### config.mk
export PLATFORM = sky130hd
export DESIGN_NAME = morse_key_letter_decoder_top
export DESIGN_NICKNAME = d
export VERILOG_FILES = /design/src/rtl/core/mkld_pkg.sv /design/src/rtl/core/mkld_front.sv /design/src/rtl/core/mkld_queue.sv /design/src/rtl/core/mkld_back.sv /design/src/rtl/core/morse_key_letter_decoder_top.sv
export SDC_FILE = /design/constraint.sdc
export NUM_CORES = 1
export LEC_CHECK = 0
export BUFFER_PORTS_ARGS = -buffer_cell sky130_fd_sc_hd__buf_2
export CAP_MARGIN = 15
export CORE_AREA = 2 2 85 147
export CTS_BUF_LIST = sky130_fd_sc_hd__clkbuf_8
export DETAILED_ROUTE_END_ITERATION = 6
export DIE_AREA = 0 0 87 149
export MAX_ROUTING_LAYER = met4
export PLACE_DENSITY = 0.64
export SLEW_MARGIN = 15
export SYNTH_ARGS = -nofsm -noshare
export SYNTH_HDL_FRONTEND = slang
export SYNTH_SLANG_ARGS = --single-unit
### constraint.sdc
create_clock -name clk -period 4.2 [get_ports clk]
set_input_delay 0.21 -clock clk [delete_from_list [all_inputs] [get_ports clk]]
set_output_delay 0.21 -clock clk [all_outputs]
set_load 0.1 [all_outputs]
### src/rtl/core/mkld_pkg.sv
// Shared types, constants and the letter table of the Morse key letter decoder.
package mkld_pkg;

    localparam int MAX_SYMBOLS_DEF = 4;
    localparam int QUEUE_DEPTH     = 2;
    localparam int LETTER_COUNT    = 26;
    localparam int INDEX_W         = 5;
    localparam int TOTAL_W         = 3;
    localparam int TICK_W          = 16;
    localparam int CFG_INDEX_W     = 2;
    localparam int IN_TDATA_W      = 8;
    localparam int OUT_TDATA_W     = 16;

    localparam logic [TICK_W-1:0] TICK_TOP         = 16'hFFFF;
    localparam logic [TICK_W-1:0] DASH_TICKS_RESET = 16'd31249;
    localparam logic [TICK_W-1:0] GAP_TICKS_RESET  = 16'd62499;

    typedef enum logic [CFG_INDEX_W-1:0] {
        CFG_DASH_TICKS = 2'd0,
        CFG_GAP_TICKS  = 2'd1
    } cfg_index_t;

    // Symbols per letter, a through z.
    localparam logic [2:0] LETTER_LEN [LETTER_COUNT] = '{
        3'd2, 3'd4, 3'd4, 3'd3, 3'd1, 3'd4, 3'd3, 3'd4, 3'd2, 3'd4, 3'd3, 3'd4, 3'd2,
        3'd2, 3'd3, 3'd4, 3'd4, 3'd3, 3'd3, 3'd1, 3'd3, 3'd4, 3'd3, 3'd4, 3'd4, 3'd4
    };

    // Bit i set means symbol i of the letter is a dash.
    localparam logic [3:0] LETTER_DASH [LETTER_COUNT] = '{
        4'h2, 4'h1, 4'h5, 4'h1, 4'h0, 4'h4, 4'h3, 4'h0, 4'h0, 4'hE, 4'h5, 4'h2, 4'h3,
        4'h1, 4'h7, 4'h6, 4'hB, 4'h2, 4'h0, 4'h1, 4'h4, 4'h8, 4'h6, 4'h9, 4'hD, 4'h3
    };

endpackage

### src/rtl/core/mkld_front.sv
// Front end: configuration registers, key timing and symbol collection per letter.
module mkld_front #(
    parameter int MAX_SYMBOLS = mkld_pkg::MAX_SYMBOLS_DEF,
    parameter int COUNT_W     = $clog2(MAX_SYMBOLS + 2)
) (
    input  logic                                clk,
    input  logic                                rst_n,
    input  logic                                cfg_valid,
    output logic                                cfg_ready,
    input  logic [mkld_pkg::CFG_INDEX_W-1:0]    cfg_index,
    input  logic [mkld_pkg::TICK_W-1:0]         cfg_data,
    input  logic                                in_valid,
    output logic                                in_ready,
    input  logic                                key_released,
    input  logic                                q_full,
    output logic                                push,
    output logic [MAX_SYMBOLS-1:0]              push_bits,
    output logic [COUNT_W-1:0]                  push_count
);

    localparam int IDX_W = $clog2(MAX_SYMBOLS);

    logic [mkld_pkg::TICK_W-1:0] dash_ticks_reg, dash_ticks_next;
    logic [mkld_pkg::TICK_W-1:0] gap_ticks_reg, gap_ticks_next;
    logic                        key_held_reg, key_held_next;
    logic                        mark_is_dot_reg, mark_is_dot_next;
    logic [mkld_pkg::TICK_W-1:0] tick_reg, tick_next;
    logic                        counting_reg, counting_next;
    logic [MAX_SYMBOLS-1:0]      bits_reg, bits_next;
    logic [COUNT_W-1:0]          count_reg, count_next;
    logic                        accept;
    logic                        letter_end;
    logic [MAX_SYMBOLS-1:0]      bits_app;
    logic [COUNT_W-1:0]          count_app;

    assign cfg_ready = 1'b1;
    assign in_ready  = !q_full;
    assign accept    = in_valid && in_ready;

    always_comb
    begin
        dash_ticks_next = dash_ticks_reg;
        gap_ticks_next  = gap_ticks_reg;
        if (cfg_valid)
        begin
            unique case (cfg_index)
                mkld_pkg::CFG_DASH_TICKS: dash_ticks_next = cfg_data;
                mkld_pkg::CFG_GAP_TICKS:  gap_ticks_next  = cfg_data;
                default:
                begin
                end
            endcase
        end
    end

    // One tick of key timing; decisions see the counter after any restart in this tick.
    always_comb
    begin
        key_held_next    = key_held_reg;
        mark_is_dot_next = mark_is_dot_reg;
        tick_next        = tick_reg;
        counting_next    = counting_reg;
        bits_app         = bits_reg;
        count_app        = count_reg;
        letter_end       = 1'b0;

        if (key_released)
        begin
            if (key_held_reg)
            begin
                key_held_next    = 1'b0;
                tick_next        = '0;
                counting_next    = 1'b1;
                mark_is_dot_next = 1'b1;
                if (count_reg < COUNT_W'(MAX_SYMBOLS))
                begin
                    if (!mark_is_dot_reg)
                    begin
                        bits_app[count_reg[IDX_W-1:0]] = 1'b1;
                    end
                    count_app = count_reg + 1'b1;
                end
                else
                begin
                    count_app = COUNT_W'(MAX_SYMBOLS + 1);
                end
            end
            if (counting_next && tick_next >= gap_ticks_reg)
            begin
                tick_next     = '0;
                counting_next = 1'b0;
                letter_end    = 1'b1;
            end
        end
        else
        begin
            if (!key_held_reg)
            begin
                tick_next     = '0;
                counting_next = 1'b1;
            end
            key_held_next = 1'b1;
            if (mark_is_dot_reg && tick_next >= dash_ticks_reg)
            begin
                tick_next        = '0;
                counting_next    = 1'b0;
                mark_is_dot_next = 1'b0;
            end
        end

        if (counting_next && tick_next != mkld_pkg::TICK_TOP)
        begin
            tick_next = tick_next + 1'b1;
        end

        bits_next  = letter_end ? '0 : bits_app;
        count_next = letter_end ? '0 : count_app;
    end

    assign push       = accept && letter_end;
    assign push_bits  = bits_app;
    assign push_count = count_app;

    always_ff @(posedge clk or negedge rst_n)
    begin
        if (!rst_n)
        begin
            dash_ticks_reg  <= mkld_pkg::DASH_TICKS_RESET;
            gap_ticks_reg   <= mkld_pkg::GAP_TICKS_RESET;
            key_held_reg    <= 1'b0;
            mark_is_dot_reg <= 1'b1;
            tick_reg        <= '0;
            counting_reg    <= 1'b0;
            bits_reg        <= '0;
            count_reg       <= '0;
        end
        else
        begin
            dash_ticks_reg <= dash_ticks_next;
            gap_ticks_reg  <= gap_ticks_next;
            if (accept)
            begin
                key_held_reg    <= key_held_next;
                mark_is_dot_reg <= mark_is_dot_next;
                tick_reg        <= tick_next;
                counting_reg    <= counting_next;
                bits_reg        <= bits_next;
                count_reg       <= count_next;
            end
        end
    end

    a_count_range: assert property (@(posedge clk) disable iff (!rst_n)
        count_reg <= COUNT_W'(MAX_SYMBOLS + 1))
        else $error("symbol count out of range");

    a_push_clears: assert property (@(posedge clk) disable iff (!rst_n)
        push |=> (count_reg == '0 && bits_reg == '0 && !counting_reg))
        else $error("letter end did not clear the symbol buffer");

endmodule

### src/rtl/core/mkld_queue.sv
// Short queue of finished letters between the front end and the matcher.
module mkld_queue #(
    parameter int WIDTH = 8,
    parameter int DEPTH = mkld_pkg::QUEUE_DEPTH
) (
    input  logic             clk,
    input  logic             rst_n,
    input  logic             push,
    input  logic [WIDTH-1:0] push_data,
    output logic             full,
    input  logic             pop,
    output logic             q_valid,
    output logic [WIDTH-1:0] q_data
);

    localparam int PTR_W = (DEPTH > 1) ? $clog2(DEPTH) : 1;
    localparam int LVL_W = $clog2(DEPTH + 1);

    logic [WIDTH-1:0] mem [DEPTH];
    logic [PTR_W-1:0] wr_ptr_reg, wr_ptr_next;
    logic [PTR_W-1:0] rd_ptr_reg, rd_ptr_next;
    logic [LVL_W-1:0] level_reg, level_next;
    logic             do_pop;

    assign full    = level_reg == LVL_W'(DEPTH);
    assign q_valid = level_reg != '0;
    assign q_data  = mem[rd_ptr_reg];
    assign do_pop  = pop && q_valid;

    always_comb
    begin
        wr_ptr_next = wr_ptr_reg;
        rd_ptr_next = rd_ptr_reg;
        if (push)
        begin
            wr_ptr_next = (wr_ptr_reg == PTR_W'(DEPTH - 1)) ? '0 : wr_ptr_reg + 1'b1;
        end
        if (do_pop)
        begin
            rd_ptr_next = (rd_ptr_reg == PTR_W'(DEPTH - 1)) ? '0 : rd_ptr_reg + 1'b1;
        end
        level_next = level_reg + LVL_W'(push) - LVL_W'(do_pop);
    end

    always_ff @(posedge clk)
    begin
        if (push)
        begin
            mem[wr_ptr_reg] <= push_data;
        end
    end

    always_ff @(posedge clk or negedge rst_n)
    begin
        if (!rst_n)
        begin
            wr_ptr_reg <= '0;
            rd_ptr_reg <= '0;
            level_reg  <= '0;
        end
        else
        begin
            wr_ptr_reg <= wr_ptr_next;
            rd_ptr_reg <= rd_ptr_next;
            level_reg  <= level_next;
        end
    end

    a_no_overflow: assert property (@(posedge clk) disable iff (!rst_n)
        !(push && full))
        else $error("word pushed into a full queue");

    a_level_step: assert property (@(posedge clk) disable iff (!rst_n)
        (push && !do_pop) |=> level_reg == $past(level_reg) + 1'b1)
        else $error("queue level did not follow a push");

endmodule

### src/rtl/core/mkld_back.sv
// Back end: matches a finished symbol pattern against the letter table and holds the result.
module mkld_back #(
    parameter int MAX_SYMBOLS = mkld_pkg::MAX_SYMBOLS_DEF,
    parameter int COUNT_W     = $clog2(MAX_SYMBOLS + 2)
) (
    input  logic                               clk,
    input  logic                               rst_n,
    input  logic                               q_valid,
    input  logic [MAX_SYMBOLS-1:0]             q_bits,
    input  logic [COUNT_W-1:0]                 q_count,
    output logic                               pop,
    output logic                               out_valid,
    input  logic                               out_ready,
    output logic                               letter_found,
    output logic [mkld_pkg::INDEX_W-1:0]       letter_index,
    output logic [mkld_pkg::TOTAL_W-1:0]       symbol_total
);

    logic                         valid_reg, valid_next;
    logic                         found_reg;
    logic [mkld_pkg::INDEX_W-1:0] index_reg;
    logic [mkld_pkg::TOTAL_W-1:0] total_reg;
    logic                         match_found;
    logic [mkld_pkg::INDEX_W-1:0] match_index;

    // Table patterns are distinct, so at most one entry hits.
    always_comb
    begin
        match_found = 1'b0;
        match_index = '0;
        for (int k = 0; k < mkld_pkg::LETTER_COUNT; k++)
        begin
            if (q_count == COUNT_W'(mkld_pkg::LETTER_LEN[k])
                && q_bits == MAX_SYMBOLS'(mkld_pkg::LETTER_DASH[k]))
            begin
                match_found = 1'b1;
                match_index = mkld_pkg::INDEX_W'(k);
            end
        end
    end

    assign pop        = q_valid && (!valid_reg || out_ready);
    assign valid_next = pop || (valid_reg && !out_ready);

    always_ff @(posedge clk or negedge rst_n)
    begin
        if (!rst_n)
        begin
            valid_reg <= 1'b0;
        end
        else
        begin
            valid_reg <= valid_next;
        end
    end

    always_ff @(posedge clk)
    begin
        if (pop)
        begin
            found_reg <= match_found;
            index_reg <= match_index;
            total_reg <= q_count[mkld_pkg::TOTAL_W-1:0];
        end
    end

    assign out_valid    = valid_reg;
    assign letter_found = found_reg;
    assign letter_index = index_reg;
    assign symbol_total = total_reg;

    a_found_len: assert property (@(posedge clk) disable iff (!rst_n)
        (valid_reg && found_reg) |-> (total_reg != '0 && total_reg <= 3'd4))
        else $error("matched letter with impossible symbol total");

endmodule

### src/rtl/core/morse_key_letter_decoder_top.sv
// Top level of the Morse key letter decoder.
//
// Each slave word is one prescaled timer tick with the sampled key level in
// s_tdata[0] (1 released, 0 pressed). A press that reaches dash_ticks is a dash,
// otherwise a dot; the mark is stored on release. A release that lasts
// gap_ticks ends the letter and one master word is produced with the letter
// index, a found flag and the symbol count.
// The configuration channel writes dash_ticks (index 0) and gap_ticks (index 1)
// and is always ready; writes belong to idle periods.
// Throughput: one tick per cycle while s_tready is high. The letter passes the
// front end, the two-entry letter queue and the table match into the output
// register before the master word appears.
// Reset clears the key timing and the symbol buffer and loads the default
// thresholds. When the master side stalls, finished letters collect in the
// output register and the queue; s_tready drops only when the queue is full.
module morse_key_letter_decoder_top #(
    parameter int MAX_SYMBOLS = mkld_pkg::MAX_SYMBOLS_DEF
) (
    input  logic                                clk,
    input  logic                                rst_n,
    input  logic                                s_tvalid,
    output logic                                s_tready,
    input  logic [mkld_pkg::IN_TDATA_W-1:0]     s_tdata,   // [0] key_released, rest zero
    output logic                                m_tvalid,
    input  logic                                m_tready,
    output logic [mkld_pkg::OUT_TDATA_W-1:0]    m_tdata,   // [0] letter_found, [5:1] letter_index,
                                                           // [8:6] symbol_total, rest zero
    input  logic                                cfg_valid,
    output logic                                cfg_ready,
    input  logic [mkld_pkg::CFG_INDEX_W-1:0]    cfg_index,
    input  logic [mkld_pkg::TICK_W-1:0]         cfg_data
);

    localparam int COUNT_W = $clog2(MAX_SYMBOLS + 2);
    localparam int ENTRY_W = MAX_SYMBOLS + COUNT_W;

    logic                         push;
    logic [MAX_SYMBOLS-1:0]       push_bits;
    logic [COUNT_W-1:0]           push_count;
    logic                         q_full;
    logic                         q_valid;
    logic [ENTRY_W-1:0]           q_data;
    logic                         pop;
    logic                         letter_found;
    logic [mkld_pkg::INDEX_W-1:0] letter_index;
    logic [mkld_pkg::TOTAL_W-1:0] symbol_total;

    mkld_front #(
        .MAX_SYMBOLS (MAX_SYMBOLS),
        .COUNT_W     (COUNT_W)
    ) u_front (
        .clk          (clk),
        .rst_n        (rst_n),
        .cfg_valid    (cfg_valid),
        .cfg_ready    (cfg_ready),
        .cfg_index    (cfg_index),
        .cfg_data     (cfg_data),
        .in_valid     (s_tvalid),
        .in_ready     (s_tready),
        .key_released (s_tdata[0]),
        .q_full       (q_full),
        .push         (push),
        .push_bits    (push_bits),
        .push_count   (push_count)
    );

    mkld_queue #(
        .WIDTH (ENTRY_W),
        .DEPTH (mkld_pkg::QUEUE_DEPTH)
    ) u_queue (
        .clk       (clk),
        .rst_n     (rst_n),
        .push      (push),
        .push_data ({push_count, push_bits}),
        .full      (q_full),
        .pop       (pop),
        .q_valid   (q_valid),
        .q_data    (q_data)
    );

    mkld_back #(
        .MAX_SYMBOLS (MAX_SYMBOLS),
        .COUNT_W     (COUNT_W)
    ) u_back (
        .clk          (clk),
        .rst_n        (rst_n),
        .q_valid      (q_valid),
        .q_bits       (q_data[MAX_SYMBOLS-1:0]),
        .q_count      (q_data[ENTRY_W-1:MAX_SYMBOLS]),
        .pop          (pop),
        .out_valid    (m_tvalid),
        .out_ready    (m_tready),
        .letter_found (letter_found),
        .letter_index (letter_index),
        .symbol_total (symbol_total)
    );

    assign m_tdata = {7'd0, symbol_total, letter_index, letter_found};

endmodule
==> impl_metrics.tcl <==
set metrics [dict create \
    overflow 0 \
    via_per_inst 5.80 \
    path_clk_slew_ns 0.09 \
    leakagePower_nw 2.65 \
    clockPowerShare_pct 16.0 \
    vias 4321 \
    final_cell_mix "nand2_1 (57), inv_1 (48), dfrtp_1 (47), nor2_1 (40), ha_1 (38)" \
    min_period_ns 4.02 \
    end_kind "flop" \
    htreeDepth 3 \
    dr.pass1.iters 4 \
    synth_xor_area_share_pct 0.970 \
    synth_edf_count 23 \
    synth_compound_area_share_pct 17.3 \
    wl_per_cell_um 17.1 \
    syn_to_final_growth_pct 10.6 \
    synthMuxAreaShare_pct 5.96 \
    synth-adder-area-share_pct 9.01 \
    grt_max_degree 64 \
    multi_input_area_um2 2820 \
    power.density_nw_per_um2 570 \
    grt_setup_unrepaired "no" \
    fmax_mhz 249 \
    crit_type "reg2reg" \
    port_buffers 34 \
    layout-drive-gt1-share_pct 23.5 \
    coreArea_um2 11900 \
    die_w_um 87 \
    dieArea_um2 13000 \
    finalNetCount 673 \
    clkSinkCount 86 \
    n_fill_cell 1113 \
    finalCritPeriodShare_pct 95.6 \
    routed_wl_mm 12.8 \
    worst_slack_ns 0.183 \
    tns_ns 0 \
    grt_use_total_pct 21.5 \
    synth-simple-area-share_pct 17.7 \
    synth_area_per_cell_um2 9.65 \
    intPower_mw 1.86 \
    fp-row-count 53 \
    pin_count 50 \
    synth_top_cell_area_share_pct 21.7 \
    async_reset_ff_share_pct 73.3 \
    gp_routability_congestion 0.935 \
    antenna_found_initial 0 \
    sequentialPowerShare_pct 35.3 \
    crit_fanout 41 \
    ys.flop_type "dfrtp_1" \
    dp_hpwl_mm 9.69 \
    synth_top_family_by_area "simple AND/OR/NAND/NOR gates" \
    initial_core_util_pct 45.6 \
    grt_pass1_wl_mm 21.0 \
    cts_hold_buf 0 \
    drt_iter0_markers 201 \
    status "completed" \
    crit_required_ns 4.43 \
    regArea_um2 2290 \
    ys_warn_count 0 \
    layout_commonest_cell "nand2_1" \
    critPathArrivalTime_ns 4.24 \
    rrSetupSlack_ns 0.18 \
    finalHoldViolations 0 \
    post-place-ws_ns 0.0362 \
    finalClockSkew_ns 0.0139 \
    hp-class "in2async" \
    yosysSeqAreaShare_pct 42.2 \
    first_global_vias 4426 \
    synth_area_leaders "dfrtp_1 (22%), edfxtp_1 (13%), ha_1 (9.0%)" \
    fin_hold_ws_ns 0.0177 \
    yosysTopAreaCell "dfrtp_1" \
    postRouteAntennaNets 0 \
    root_buffer "clkbuf_8" \
    startpoint "u_front.key_held_reg" \
    combPwrFrac_pct 48.7 \
    worstMarginPinSlew_ns 0.969 \
    cts_tree "built" \
    die_y_um 149 \
    r2r_cells 19 \
    cap_viol_max_count 0 \
    antenna_cells 0 \
    ir_worst_vdd_mv 0.313 \
    cts_buffers 9 \
    p_sw_mw 1.56 \
    critPathLaunchType "flop" \
    cts_max_path_buffers 2 \
    netSwitchingFraction_pct 45.6 \
    drcViolationCount 0 \
    synthCells 561 \
    setup-violations-final 0 \
    slew_headroom_pct 34.9 \
    ys_types 77 \
    clk_latency_ns 0.36 \
    slew_violations 0 \
    ys_ff_latch 86 \
    crit_end "u_front.tick_reg[9]" \
    r2r_end "u_front.tick_reg[9]" \
    synth_area_um2 5420 \
    worstReg2RegStart "u_front.key_held_reg" \
]
[critical path: stages (launching register included)]
cell      delay (ns)
dfrtp_1         0.40
buf_12          0.17
and2_1          0.16
ha_1            0.27
o2111a_1        0.27
a211oi_1        0.31
o31a_2          0.22
a211oi_2        0.05
o22a_2          0.24
nand2_2         0.08
and2_1          0.17
ha_2            0.23
inv_1           0.09
nor4_4          0.30
and3_4          0.25
nand4_4         0.14
buf_4           0.20
nand2_4         0.09
or3_4           0.14
o211ai_1        0.09
[worst min-delay path by stage]
| stage | startpoint | end | slack (ns) | cells after the start |
|---|---|---|---|---|
| after floorplan | rst_n | u_back.out_valid | -0.09 | 0 |
| after global placement | m_tready | u_back.out_valid | 0.41 | 2 |
| after detailed placement | m_tready | u_back.out_valid | 0.41 | 2 |
| after CTS | m_tready | u_back.out_valid | 0.01 | 2 |
| after global routing | m_tready | u_back.out_valid | 0.04 | 2 |
| final | rst_n | u_front.dash_ticks_reg[15] | 0.02 | 2 |
[power groups by stage]
stage / sequential [mW] / combinational, mW / clock, mW
floorplan: 1.45 / 1.03 / 0
global placement: 1.22 / 1.62 / 0
detailed placement: 1.22 / 1.65 / 0
CTS: 1.21 / 1.66 / 0.563
global route: 1.23 / 1.81 / 0.589
finish: 1.20 / 1.66 / 0.546
[metrics by stage]
stage / cell area (um2) / utilization (%) / power, mW / cells
after floorplan: 5440 / - / 2.48 / 567
after global placement: 5760 / 48.5 / 2.84 / 726
after detailed placement: 5760 / 48.5 / 2.87 / 726
after CTS: 5950 / 50.1 / 3.43 / 742
after global routing: 5990 / 50.4 / 3.63 / 745
final: 5990 / 50.4 / 3.41 / 745
[layer usage]
layer	global-route usage (%)	share of wire [%]
met1	21.0	35
met4	13.1	5.8
met3	2.49	2.7
met5	-	0
met2	39.3	57
[Yosys cell counts, types with 10 or more instances]
library cell and instances:
dfrtp_1 47, nor2b_1 10, edfxtp_1 23, ha_1 39, clkbuf_1 14, buf_4 10
nand3_1 11, mux2_2 22, and2_1 21, inv_1 47, dfstp_2 16, nand2_1 57
a21oi_1 30, nor2_1 40, o21ai_0 32
[what timing repair did]
action	4_1_cts	5_1_grt
pin swaps	0	5
endpoints found under the hold margin	0	0
resized for setup	1	5
endpoints found under the setup margin	1	13
buffers inserted	0	3
[cell type report]
| class | instances | area share [%] |
|---|---|---|
| tap | 137 | 2.86 |
| timing repair buffer | 55 | 5.68 |
| sequential | 86 | 38.2 |
| multi-input combinational | 402 | 47.1 |
| clock buffer | 11 | 2.53 |
| inverter | 49 | 3.07 |
| clock inverter | 5 | 0.585 |
[cells by family after synthesis]
kind of cell,after synthesis
AO/OA/AOI/OAI,136
XOR/XNOR,6
adder cells (fa/ha/maj),39
buffers and inverters,79
flip-flops,86
multiplexers,28
other,2
AND/OR/NAND/NOR,185
Note: power is estimated with default switching activity, not from simulation.
